$ cat src/rtl/core/per_branch_one_and_two_bit_predictor_defines.svh
// Assertion macros shared by the predictor RTL.
// Depends on nothing; included by the modules that carry checks.
`ifndef PER_BRANCH_ONE_AND_TWO_BIT_PREDICTOR_DEFINES_SVH
`define PER_BRANCH_ONE_AND_TWO_BIT_PREDICTOR_DEFINES_SVH

`ifndef SYNTHESIS
// same-cycle implication, disabled during reset
`define BPP_ASSERT_IMP(name, clk, rst_n, ante, cons) \
    name: assert property (@(posedge clk) disable iff (!(rst_n)) (ante) |-> (cons)) \
        else $error("assertion failed");
// next-cycle implication, disabled during reset
`define BPP_ASSERT_NXT(name, clk, rst_n, ante, cons) \
    name: assert property (@(posedge clk) disable iff (!(rst_n)) (ante) |=> (cons)) \
        else $error("assertion failed");
`else
`define BPP_ASSERT_IMP(name, clk, rst_n, ante, cons)
`define BPP_ASSERT_NXT(name, clk, rst_n, ante, cons)
`endif

`endif

$ cat src/rtl/core/bpp_pkg.sv
// Types and constants of the branch predictor.
// No dependencies; imported by every RTL file but the assertion macro header.
`default_nettype none

package bpp_pkg;

    localparam int unsigned TAG_W   = 20;
    localparam int unsigned ADDR_W  = 32;
    localparam int unsigned WORD_W  = ADDR_W - 2;
    localparam int unsigned TOTAL_W = 32;

    localparam logic C_NOT_TAKEN = 1'b0;
    localparam logic C_TAKEN     = 1'b1;

    localparam logic [1:0] C_CTR_MIN        = 2'b00;
    localparam logic [1:0] C_CTR_WEAK_TAKEN = 2'b10;
    localparam logic [1:0] C_CTR_MAX        = 2'b11;

    typedef struct packed {
        logic [ADDR_W-1:0] branch_address;
        logic              taken;
    } t_branch;

    typedef struct packed {
        logic               one_bit_guess;
        logic               two_bit_guess;
        logic               one_bit_correct;
        logic               two_bit_correct;
        logic [TOTAL_W-1:0] one_bit_hit_total;
        logic [TOTAL_W-1:0] two_bit_hit_total;
        logic [TOTAL_W-1:0] branch_total;
    } t_result;

    // one table entry as stored in memory
    typedef struct packed {
        logic             valid;
        logic [TAG_W-1:0] tag;
        logic             last;
        logic [1:0]       ctr;
    } t_entry;

    // per-branch prediction outcome
    typedef struct packed {
        logic one_guess;
        logic two_guess;
        logic one_ok;
        logic two_ok;
    } t_verdict;

endpackage

`default_nettype wire

$ cat src/rtl/core/bpp_predict.sv
// Lookup, predict and update of one table entry.
// Depends on bpp_pkg.
`default_nettype none

module bpp_predict (
    input  bpp_pkg::t_entry                 i_entry,
    input  wire  [bpp_pkg::TAG_W-1:0]       i_tag,
    input  wire                             i_taken,
    output bpp_pkg::t_entry                 o_entry,
    output bpp_pkg::t_verdict               o_verdict
);
    import bpp_pkg::*;

    logic       hit;
    t_entry     cur;
    logic [1:0] ctr_next;

    always_comb begin
        hit = i_entry.valid && (i_entry.tag == i_tag);

        // miss: allocate a fresh entry and predict from it
        if (hit) begin
            cur = i_entry;
        end else begin
            cur.valid = 1'b1;
            cur.tag   = i_tag;
            cur.last  = C_NOT_TAKEN;
            cur.ctr   = C_CTR_WEAK_TAKEN;
        end

        o_verdict.one_guess = cur.last;
        o_verdict.two_guess = cur.ctr[1];
        o_verdict.one_ok    = (cur.last == i_taken);
        o_verdict.two_ok    = (cur.ctr[1] == i_taken);

        if (i_taken == C_TAKEN) begin
            ctr_next = (cur.ctr == C_CTR_MAX) ? cur.ctr : cur.ctr + 2'd1;
        end else begin
            ctr_next = (cur.ctr == C_CTR_MIN) ? cur.ctr : cur.ctr - 2'd1;
        end

        o_entry.valid = 1'b1;
        o_entry.tag   = i_tag;
        o_entry.last  = i_taken;
        o_entry.ctr   = ctr_next;
    end

endmodule

`default_nettype wire

$ cat config.mk
export PLATFORM = sky130hd
export DESIGN_NAME = bpp_predict
export DESIGN_NICKNAME = d
export VERILOG_FILES = /design/src/rtl/core/per_branch_one_and_two_bit_predictor_defines.svh /design/src/rtl/core/bpp_pkg.sv /design/src/rtl/core/bpp_predict.sv
export SDC_FILE = /design/constraint.sdc
export NUM_CORES = 1
export LEC_CHECK = 0
export BUFFER_PORTS_ARGS = -buffer_cell sky130_fd_sc_hd__buf_2
export CORE_ASPECT_RATIO = 0.9
export CORE_MARGIN = 5
export CORE_UTILIZATION = 31
export DETAILED_ROUTE_END_ITERATION = 12
export PLACE_DENSITY = 0.81
export SYNTH_ARGS = -nofsm -noshare
export SYNTH_HDL_FRONTEND = slang
export SYNTH_SLANG_ARGS = --single-unit
$ cat constraint.sdc
create_clock -name vclk -period 2.1
set_clock_uncertainty 0.2 [all_clocks]
set_input_delay 0.315 -clock vclk [all_inputs]
set_output_delay 0.315 -clock vclk [all_outputs]
set_load 0.01 [all_outputs]
==> flow_summary.json <==
{
  "wl_per_cell_um": 12.3,
  "hold_ws_ps": 617,
  "period_needed_ps": 2090,
  "yosysTopAreaCellShare": 0.338,
  "antenna_found_initial": 0,
  "die_h_um": 47.7,
  "critPathSlowestCell": "and3_2",
  "grt_pass1_vias": 548,
  "drtIter0Drc": 3,
  "yosys_warnings": 0,
  "ir_worst_vdd_mv": 0.0812,
  "vias": 599,
  "power_density_mw_per_mm2": 197,
  "status": "finished clean",
  "core_mm2": 0.00146,
  "grt_max_degree": 7,
  "hp-start": "i_tag[0]",
  "hold_violations": 0,
  "max_stage_delay_ps": 270,
  "final_area_um2": 793,
  "power_switching_w": 0.0000687,
  "avgViaCountPerCell": 4.64,
  "placed_cell_area_um2": 703,
  "report.final.slew_viol_count": 0,
  "die-width_um": 51.9,
  "stdcell_count": 129,
  "ys_top_cells_by_area": "buf_4 (34%), xnor2_1 (27%), xor2_1 (13%)",
  "setup_viol": 0,
  "final_cell_mix": "buf_2 (63), xnor2_1 (11), buf_6 (8), xor2_1 (7), nand4_1 (5)",
  "n_antenna_cell": 0,
  "multi_input_area_um2": 343,
  "grt_pass1_wl_um": 2160,
  "dp_cells": 128,
  "cp.arrival_ps": 1580,
  "syn2layout_area_growth_pct": 62.1,
  "syn-instance-count": 63,
  "path_cells": "buf_6, xor2_1, nor4_1, and3_2, nand4_1, xnor2_1, buf_2",
  "grt_overflow": 0,
  "worst-endpoint-required_ps": 1580,
  "fin_setup_tns_ps": 0,
  "p_int_w": 0.0000879,
  "power_frac_clock": 0,
  "drv_cap": 0,
  "detail-route-antenna-nets": 0,
  "yosysUniqueCellTypes": 15,
  "holdBufCountCts": 0,
  "p_leak_nw": 0.433,
  "nets": 161,
  "p_seq_frac": 0,
  "fmaxAchievable_mhz": 478,
  "cp_max_fo": 5,
  "drc": 0,
  "dp_slack_ps": -28.9,
  "rows": 13,
  "fillers": 148,
  "grt_use_total": 0.108,
  "rsz0062_at_grt": "true",
  "hpwlAfterDp_um": 1420,
  "dieArea_mm2": 0.00247,
  "synth_top_area_cell": "buf_4",
  "ys_seq_area_frac": 0,
  "synth_area_um2": 489,
  "fin_ws_ps": 8.43,
  "design.seq.count": 0,
  "boundaryPins": 73,
  "combPwrFrac": 1.000,
  "layout_commonest_cell": "buf_2",
  "switching_share": 0.439,
  "drt-total-wl_um": 1590,
  "fin_crit_sh": 0.996,
  "worstSetupPathType": "in -> out",
  "avgSynthCellArea_um2": 7.77,
  "startpoint_type": "input port",
  "seqCellArea_um2": 0,
  "worstSetupEndpointType": "output pin",
  "port_buffers": 72,
  "dr.pass1.iters": 4,
  "hold_class": "in -> out",
  "clockBufferCount": 0,
  "place.gp.congestion": 0.649,
  "startpoint": "i_entry[12]",
  "syn_nets": 108,
  "initial_core_util": 0.334,
  "post_route_cells_drive_above_1_share": 0.711
}
## power by group through the flow
stage	Clock (W)	Sequential (W)	Combinational (W)
after global placement	0	0	0.000136
final	0	0	0.000157
after floorplan	0	0	0.0000894
after global routing	0	0	0.000172
after detailed placement	0	0	0.000140
after CTS	0	0	0.000150
## cell usage after synthesis
cell type / number
buf_4: 22
xnor2_1: 15
a21oi_1: 1
nand4_1: 5
inv_1: 3
xor2_1: 7
a41o_2: 1
nor2_1: 1
a41oi_1: 1
and4_4: 1
nor4_1: 1
nor4_4: 1
conb_1: 1
o21ai_0: 2
and3_2: 1
## cell families (layout without fill, tap and decap cells)
logic type	after synthesis	after routing	synth area share
AOI/OAI and AO/OA	5	5	0.0716
buffers and inverters	25	76	0.361
and+or+nand+nor	10	10	0.166
other	1	1	0.00767
xor gates and xnor gates	22	22	0.394
## routing by layer
layer	vias to the layer above	routed length, µm	GRT usage
met2	37	877	0.231
li1	293	-	-
met1	267	466	0.117
met4	0	26	0.0105
met5	-	0	0
met3	2	221	0.0156
## final cells by class
type,instances,share of cell area
multi-input combinational,38,0.432
tap,15,0.0237
inverter,3,0.0142
timing repair buffer,73,0.530
## critical path, delay by kind of cell
family,cells,cell delay [ps]
and+or+nand+nor,3,660
xor gates and xnor gates,2,350
buffers and inverters,2,250
## final timing paths
path,to,depth (start not counted),slack (ps)
max,o_verdict[0],7,8
min,o_entry[3],2,620
## stage by stage
stage | utilization | power [W]
finish | 0.542 | 0.000157
global route | 0.542 | 0.000172
CTS | 0.509 | 0.000150
detailed placement | 0.480 | 0.000140
global placement | 0.480 | 0.000136
floorplan | - | 0.0000894
## what timing repair did
item                                    in CTS  in global routing
gates resized for setup                      8                  7
endpoints found under the hold margin        0                  0
setup buffers                                0                  1
endpoints found under the setup margin       2                  3
pin swaps                                    6                  5
(Power assumes the default switching activity.)
