[src/rtl/core/per_branch_one_and_two_bit_predictor_defines.svh]
// Assertion macros shared by the predictor RTL.
// Depends on nothing; included by the modules that carry checks.
`ifndef PER_BRANCH_ONE_AND_TWO_BIT_PREDICTOR_DEFINES_SVH
`define PER_BRANCH_ONE_AND_TWO_BIT_PREDICTOR_DEFINES_SVH

`ifndef SYNTHESIS
// same-cycle implication, disabled during reset
`define BPP_ASSERT_IMP(name, clk, rst_n, ante, cons) \
    name: assert property (@(posedge clk) disable iff (!(rst_n)) (ante) |-> (cons)) \
        else $error("assertion failed");
// next-cycle implication, disabled during reset
`define BPP_ASSERT_NXT(name, clk, rst_n, ante, cons) \
    name: assert property (@(posedge clk) disable iff (!(rst_n)) (ante) |=> (cons)) \
        else $error("assertion failed");
`else
`define BPP_ASSERT_IMP(name, clk, rst_n, ante, cons)
`define BPP_ASSERT_NXT(name, clk, rst_n, ante, cons)
`endif

`endif

[src/rtl/core/bpp_pkg.sv]
// Types and constants of the branch predictor.
// No dependencies; imported by every RTL file but the assertion macro header.
`default_nettype none

package bpp_pkg;

    localparam int unsigned TAG_W   = 20;
    localparam int unsigned ADDR_W  = 32;
    localparam int unsigned WORD_W  = ADDR_W - 2;
    localparam int unsigned TOTAL_W = 32;

    localparam logic C_NOT_TAKEN = 1'b0;
    localparam logic C_TAKEN     = 1'b1;

    localparam logic [1:0] C_CTR_MIN        = 2'b00;
    localparam logic [1:0] C_CTR_WEAK_TAKEN = 2'b10;
    localparam logic [1:0] C_CTR_MAX        = 2'b11;

    typedef struct packed {
        logic [ADDR_W-1:0] branch_address;
        logic              taken;
    } t_branch;

    typedef struct packed {
        logic               one_bit_guess;
        logic               two_bit_guess;
        logic               one_bit_correct;
        logic               two_bit_correct;
        logic [TOTAL_W-1:0] one_bit_hit_total;
        logic [TOTAL_W-1:0] two_bit_hit_total;
        logic [TOTAL_W-1:0] branch_total;
    } t_result;

    // one table entry as stored in memory
    typedef struct packed {
        logic             valid;
        logic [TAG_W-1:0] tag;
        logic             last;
        logic [1:0]       ctr;
    } t_entry;

    // per-branch prediction outcome
    typedef struct packed {
        logic one_guess;
        logic two_guess;
        logic one_ok;
        logic two_ok;
    } t_verdict;

endpackage

`default_nettype wire

[src/rtl/core/bpp_result_if.sv]
// Valid/ready channel carrying prediction results.
// Depends on bpp_pkg.
`default_nettype none

interface bpp_result_if;
    import bpp_pkg::*;

    logic    valid;
    logic    ready;
    t_result data;

    modport source (output valid, output data, input ready);
    modport sink   (input valid, input data, output ready);
endinterface

`default_nettype wire

[src/rtl/core/bpp_result.sv]
// Output register with saturating branch and hit totals.
// Depends on bpp_pkg, bpp_result_if and the assertion macro header.
`default_nettype none
`include "per_branch_one_and_two_bit_predictor_defines.svh"

module bpp_result (
    input  wire                 i_clk,
    input  wire                 i_rst_n,
    input  wire                 i_rec,
    input  bpp_pkg::t_verdict   i_verdict,
    output logic                o_can_take,
    bpp_result_if.source        o_result
);
    import bpp_pkg::*;

    logic               r_valid;
    t_verdict           r_verdict;
    logic [TOTAL_W-1:0] r_one_hits;
    logic [TOTAL_W-1:0] r_two_hits;
    logic [TOTAL_W-1:0] r_branches;

    assign o_can_take = !r_valid || o_result.ready;

    always_ff @(posedge i_clk) begin
        if (!i_rst_n) begin
            r_valid    <= 1'b0;
            r_one_hits <= '0;
            r_two_hits <= '0;
            r_branches <= '0;
        end else begin
            if (i_rec) begin
                r_valid <= 1'b1;
            end else if (o_result.ready) begin
                r_valid <= 1'b0;
            end
            // totals hold at all ones
            if (i_rec && !(&r_branches)) begin
                r_branches <= r_branches + 1'b1;
            end
            if (i_rec && i_verdict.one_ok && !(&r_one_hits)) begin
                r_one_hits <= r_one_hits + 1'b1;
            end
            if (i_rec && i_verdict.two_ok && !(&r_two_hits)) begin
                r_two_hits <= r_two_hits + 1'b1;
            end
        end
    end

    always_ff @(posedge i_clk) begin
        if (i_rec) begin
            r_verdict <= i_verdict;
        end
    end

    assign o_result.valid                  = r_valid;
    assign o_result.data.one_bit_guess     = r_verdict.one_guess;
    assign o_result.data.two_bit_guess     = r_verdict.two_guess;
    assign o_result.data.one_bit_correct   = r_verdict.one_ok;
    assign o_result.data.two_bit_correct   = r_verdict.two_ok;
    assign o_result.data.one_bit_hit_total = r_one_hits;
    assign o_result.data.two_bit_hit_total = r_two_hits;
    assign o_result.data.branch_total      = r_branches;

    `BPP_ASSERT_IMP(a_hits_bounded, i_clk, i_rst_n, 1'b1,
        r_one_hits <= r_branches && r_two_hits <= r_branches)
    `BPP_ASSERT_NXT(a_branch_count_step, i_clk, i_rst_n, i_rec && !(&r_branches),
        r_branches == $past(r_branches) + 32'd1)
    `BPP_ASSERT_IMP(a_no_overwrite, i_clk, i_rst_n, r_valid && !o_result.ready, !i_rec)

endmodule

`default_nettype wire
[src/flat_wrapper.sv]
// flat-port wrapper written by rule: the top's interface ports become plain ports
module bpp_result_flat import bpp_pkg::*;
  (i_clk, i_rst_n, i_rec, i_verdict, o_can_take, o_result_valid, o_result_data, o_result_ready);
  bpp_result_if o_result_i ();
  input  wire i_clk;
  input  wire i_rst_n;
  input  wire i_rec;
  input  bpp_pkg::t_verdict i_verdict;
  output logic o_can_take;
  output wire logic [$bits(o_result_i.valid)-1:0] o_result_valid;
  output wire logic [$bits(o_result_i.data)-1:0] o_result_data;
  input wire logic [$bits(o_result_i.ready)-1:0] o_result_ready;
  assign o_result_valid = o_result_i.valid;
  assign o_result_data = o_result_i.data;
  assign o_result_i.ready = o_result_ready;
  bpp_result u_core (.i_clk(i_clk), .i_rst_n(i_rst_n), .i_rec(i_rec), .i_verdict(i_verdict), .o_can_take(o_can_take), .o_result(o_result_i));
endmodule
[config.mk]
export PLATFORM = sky130hd
export DESIGN_NAME = bpp_result_flat
export DESIGN_NICKNAME = d
export VERILOG_FILES = /design/src/rtl/core/bpp_pkg.sv /design/src/rtl/core/bpp_result_if.sv /design/src/rtl/core/bpp_result.sv /design/src/flat_wrapper.sv
export VERILOG_INCLUDE_DIRS = /design/src /design/src/rtl/core
export SDC_FILE = /design/constraint.sdc
export NUM_CORES = 1
export LEC_CHECK = 0
export BUFFER_PORTS_ARGS = -buffer_cell sky130_fd_sc_hd__buf_4
export CORE_MARGIN = 2
export CORE_UTILIZATION = 25
export CTS_CLUSTER_DIAMETER = 150
export DETAILED_ROUTE_END_ITERATION = 8
export GPL_TIMING_DRIVEN = 0
export HOLD_SLACK_MARGIN = 0.1
export PLACE_DENSITY = 0.46
export RECOVER_POWER = 100
export SETUP_SLACK_MARGIN = 0.2
export SLEW_MARGIN = 20
export SYNTH_ARGS = -nofsm -noshare
export SYNTH_HDL_FRONTEND = slang
export SYNTH_SLANG_ARGS = --single-unit
[constraint.sdc]
create_clock -name i_clk -period 2.8 [get_ports i_clk]
set_input_delay 0 -clock i_clk [delete_from_list [all_inputs] [get_ports i_clk]]
set_output_delay 0 -clock i_clk [all_outputs]
set_load 0.01 [all_outputs]
==> flow_summary_export.csv <==
group,metric,value,unit
min_path,hold_path_depth,2,
setup_path,path_delay_family,"simple AND/OR/NAND/NOR gates",
synthesis,synth-xor-area-share,2.74,%
global_route,top_usage_layer,"met2",
global_route,grt_pass1_vias,4872,
setup_path,endpoint_kind,"flop",
setup_path,cp.required,3.08,ns
synthesis,synth_top_family_by_area,"simple AND/OR/NAND/NOR gates",
global_route,grt_usage,15.4,%
synthesis,synth-compound-area-share,16.8,%
place,dpl.hpwl,12.4,mm
global_route,met1_usage,20.5,%
synthesis,synthSimpleGateAreaFrac,32.6,%
detailed_routing,avgRoutedWirePerCell,16.8,um
timing,worst_clock_skew,0.00871,ns
global_route,grt_pass1_wl,26.7,mm
synthesis,synth_top_area_cell,"dfxtp_1",
min_path,min_to,"u_core.o_result.data[99]",
synthesis,netlist-cell-type-count,54,
clock_tree,htreeDepth,3,
clock_tree,cts_max_path_buffers,2,
power,p_total,2.86,mW
place,place_congestion,0.810,
timing,fmax,0.392,GHz
setup_path,timing.rr.start,"u_core.r_one_hits[0]",
floorplan,die_h,147,um
finish,fin_nets,754,
finish,drive_gt1_share,8.02,%
run_status,status,"completed",
setup_path,critPathKind,"reg2reg",
job,maxCapViolCount,0,
floorplan,fp-row-count,52,
setup_path,critical_path.cell_chain,"ha_1 > nand3_1 > or3_1 > buf_2 > or4_1 > clkbuf_1 > or3_1 > a21oi_1",
global_route,gr-usage-met3,3.79,%
detailed_routing,routed_via_density,5.13,
synthesis,ys.flop_type,"dfxtp_1",
setup_path,crit_arrival,2.83,ns
timing,finalSetupTns,0,ns
timing,period_needed,2.55,ns
detailed_routing,wl,17.1,mm
setup_path,cpPeakStageDelay,0.42,ns
clock_tree,cts_sinks,101,
setup_path,crit_path_start_kind,"flop",
floorplan,die_w,147,um
detailed_routing,drtAntennaViolNets,0,
setup_path,critPathSlowestCell,"dfxtp_1",
clock_tree,cts_tree,"built",
synthesis,syn_avg_cell_area,8.40,um^2
floorplan,ios,110,
synthesis,ys_seq_area_share,40.3,%
timing,relSlewSlack,47.4,%
clock_tree,insertion_delay,0.36,ns
finish,register_area,0.00206,mm^2
global_route,gr-total-overflow,0,
synthesis,postSynth.asyncResetShare,0,%
synthesis,synth_top_area_share,38.0,%
detailed_routing,drt_first_pass_iters,4,
timing,setup_ws,0.249,ns
setup_path,reg2reg_depth,8,
clock_tree,cts_made_buffers,9,
detailed_routing,route.detailed.drc,0,
global_route,met2_usage,25.0,%
setup_path,cpMostUsedCell,"or3_1",
synthesis,yosysWarnings,0,
detailed_routing,routed-via-count,5223,
timing,maxSlewViolCount,0,
timing,rsz0062_at_grt,"yes",
timing,setup_violations,0,
power,leakage,1.78,nW
finish,multi_input_area,0.00284,mm^2
global_route,antenna_found_initial,0,
global_route,grt_max_degree,17,
place,place_ws,0.261,ns
finish,layout_common_cells,"clkbuf_1, dfxtp_1, nand2_1",
power,power_density,454,mW/mm^2
synthesis,synth_edf_count,4,
finish,syn2layout_area_growth,22.9,%
synthesis,muxShareOfSynthArea,2.54,%
clock_tree,clk_pin_slew,0.08,ns
finish,fin_util,31.2,%
place,portBuffers,109,
timing,period_share,91.1,%
setup_path,path_max_fanout,9,
min_path,hold_path_class,"in2reg",
synthesis,synth_area_leaders,"dfxtp_1, a21oi_1, or3_1",
timing,holdWs,0.410,ns
min_path,min_from,"i_verdict[3]",
synthesis,syn_nets,620,
synthesis,ys_ff_latch,101,
power,vdd_drop_max,255,uV
detailed_routing,drt-initial-drc-count,381,
floorplan,coreArea,0.0202,mm^2
synthesis,synthAdderAreaFrac,0.734,%
finish,fillCellCount,2241,
finish,layout_commonest_cell,"clkbuf_1",
clock_tree,cts-root-buf,"clkbuf_16",
finish,antenna_cells,0,
timing,tightestPinTransition,0.783,ns
floorplan,die_area,0.0216,mm^2
synthesis,synthCells,609,
setup_path,rrSetupSlack,0.25,ns
setup_path,cp.buffers_inverters,2,
setup_path,worstReg2RegEnd,"u_core.r_one_hits[26]",
floorplan,initial_utilization,25.4,%
synthesis,netlist_area,0.00511,mm^2
timing,final_hold_viol_count,0,
[power breakdown]
group	leakage, nW	switching [mW]	total [mW]	internal, mW
Sequential	0.821	0.0116	1.47	1.46
Combinational	0.823	0.0800	0.116	0.0360
Clock	0.139	0.592	1.27	0.679
Total	1.78	0.684	2.86	2.17
[cells by family (layout without fill, tap and decap cells)]
family                   after synthesis  count (layout)
XOR/XNOR                              16              16
AO/OA/AOI/OAI                        144             144
AND/OR/NAND/NOR                      285             285
buffers and inverters                 47             186
adder cells (fa/ha/maj)                3               3
flip-flops                           101             101
multiplexers                          13              13
[metal layers]
layer	share of wire [%]	wire, um	vias up
met5	0	0	-
li1	-	-	2576
met1	47	8040	2479
met4	1.2	206	0
met3	6.1	1040	17
met2	46	7780	151
[stage by stage]
stage	cells	cell area, um^2
2_1_floorplan	609	5110
3_3_place_gp	988	6270
3_5_place_dp	988	6270
4_1_cts	1011	6640
5_1_grt	1018	6290
6_report	1018	6290
[synth_stat cells (all sizes together), types with 3 or more instances]
library cell,count
inv,15
xor2,5
nor3,10
edfxtp,4
o21a,6
or3,40
a211oi,5
nor4,21
buf,13
o211ai,4
nor2,24
o21ai,37
o31a,5
xnor2,11
ha,3
nand2,59
nor4b,4
or4,27
and2,4
nand2b,13
and4,8
mux2i,13
dfxtp,97
nand4,24
clkbuf,18
a21oi,56
or2,4
nand3,36
o31ai,24
and3,4
a31oi,3
[how the worst max path moves through the flow]
stage	startpoint	to	cells past startpoint
after CTS	u_core.r_branches[0]	u_core.r_branches[28]	7
after floorplan	u_core.r_one_hits[0]	u_core.r_one_hits[26]	8
after global placement	u_core.r_branches[0]	u_core.r_branches[28]	7
after global routing	u_core.r_one_hits[0]	u_core.r_one_hits[30]	8
after detailed placement	u_core.r_branches[0]	u_core.r_branches[28]	7
final	u_core.r_one_hits[0]	u_core.r_one_hits[26]	8
[sequential cells by signal (all words and copies together), names as in the netlist]
signal / count
u_core.o_result.data: 4
u_core.r_two_hits: 32
u_core.o_result.valid: 1
u_core.r_branches: 32
u_core.r_one_hits: 32
[cell type report]
type	count	area share (%)
multi-input cells	461	45.2
flip-flops and latches	101	32.8
repair buffers	123	8.77
well taps	270	5.37
clock buffers	11	4.20
plain buffers	32	2.27
inverters	15	0.895
clock inverters	5	0.517
[timing repair]
item / in CTS / in global routing
hold buffers: 7 / 0
endpoints found under the hold margin: 13 / 0
gates resized for setup: 0 / 9
buffers inserted: 0 / 7
endpoints found under the setup margin: 0 / 34
Note: power is estimated with default switching activity, not from simulation.
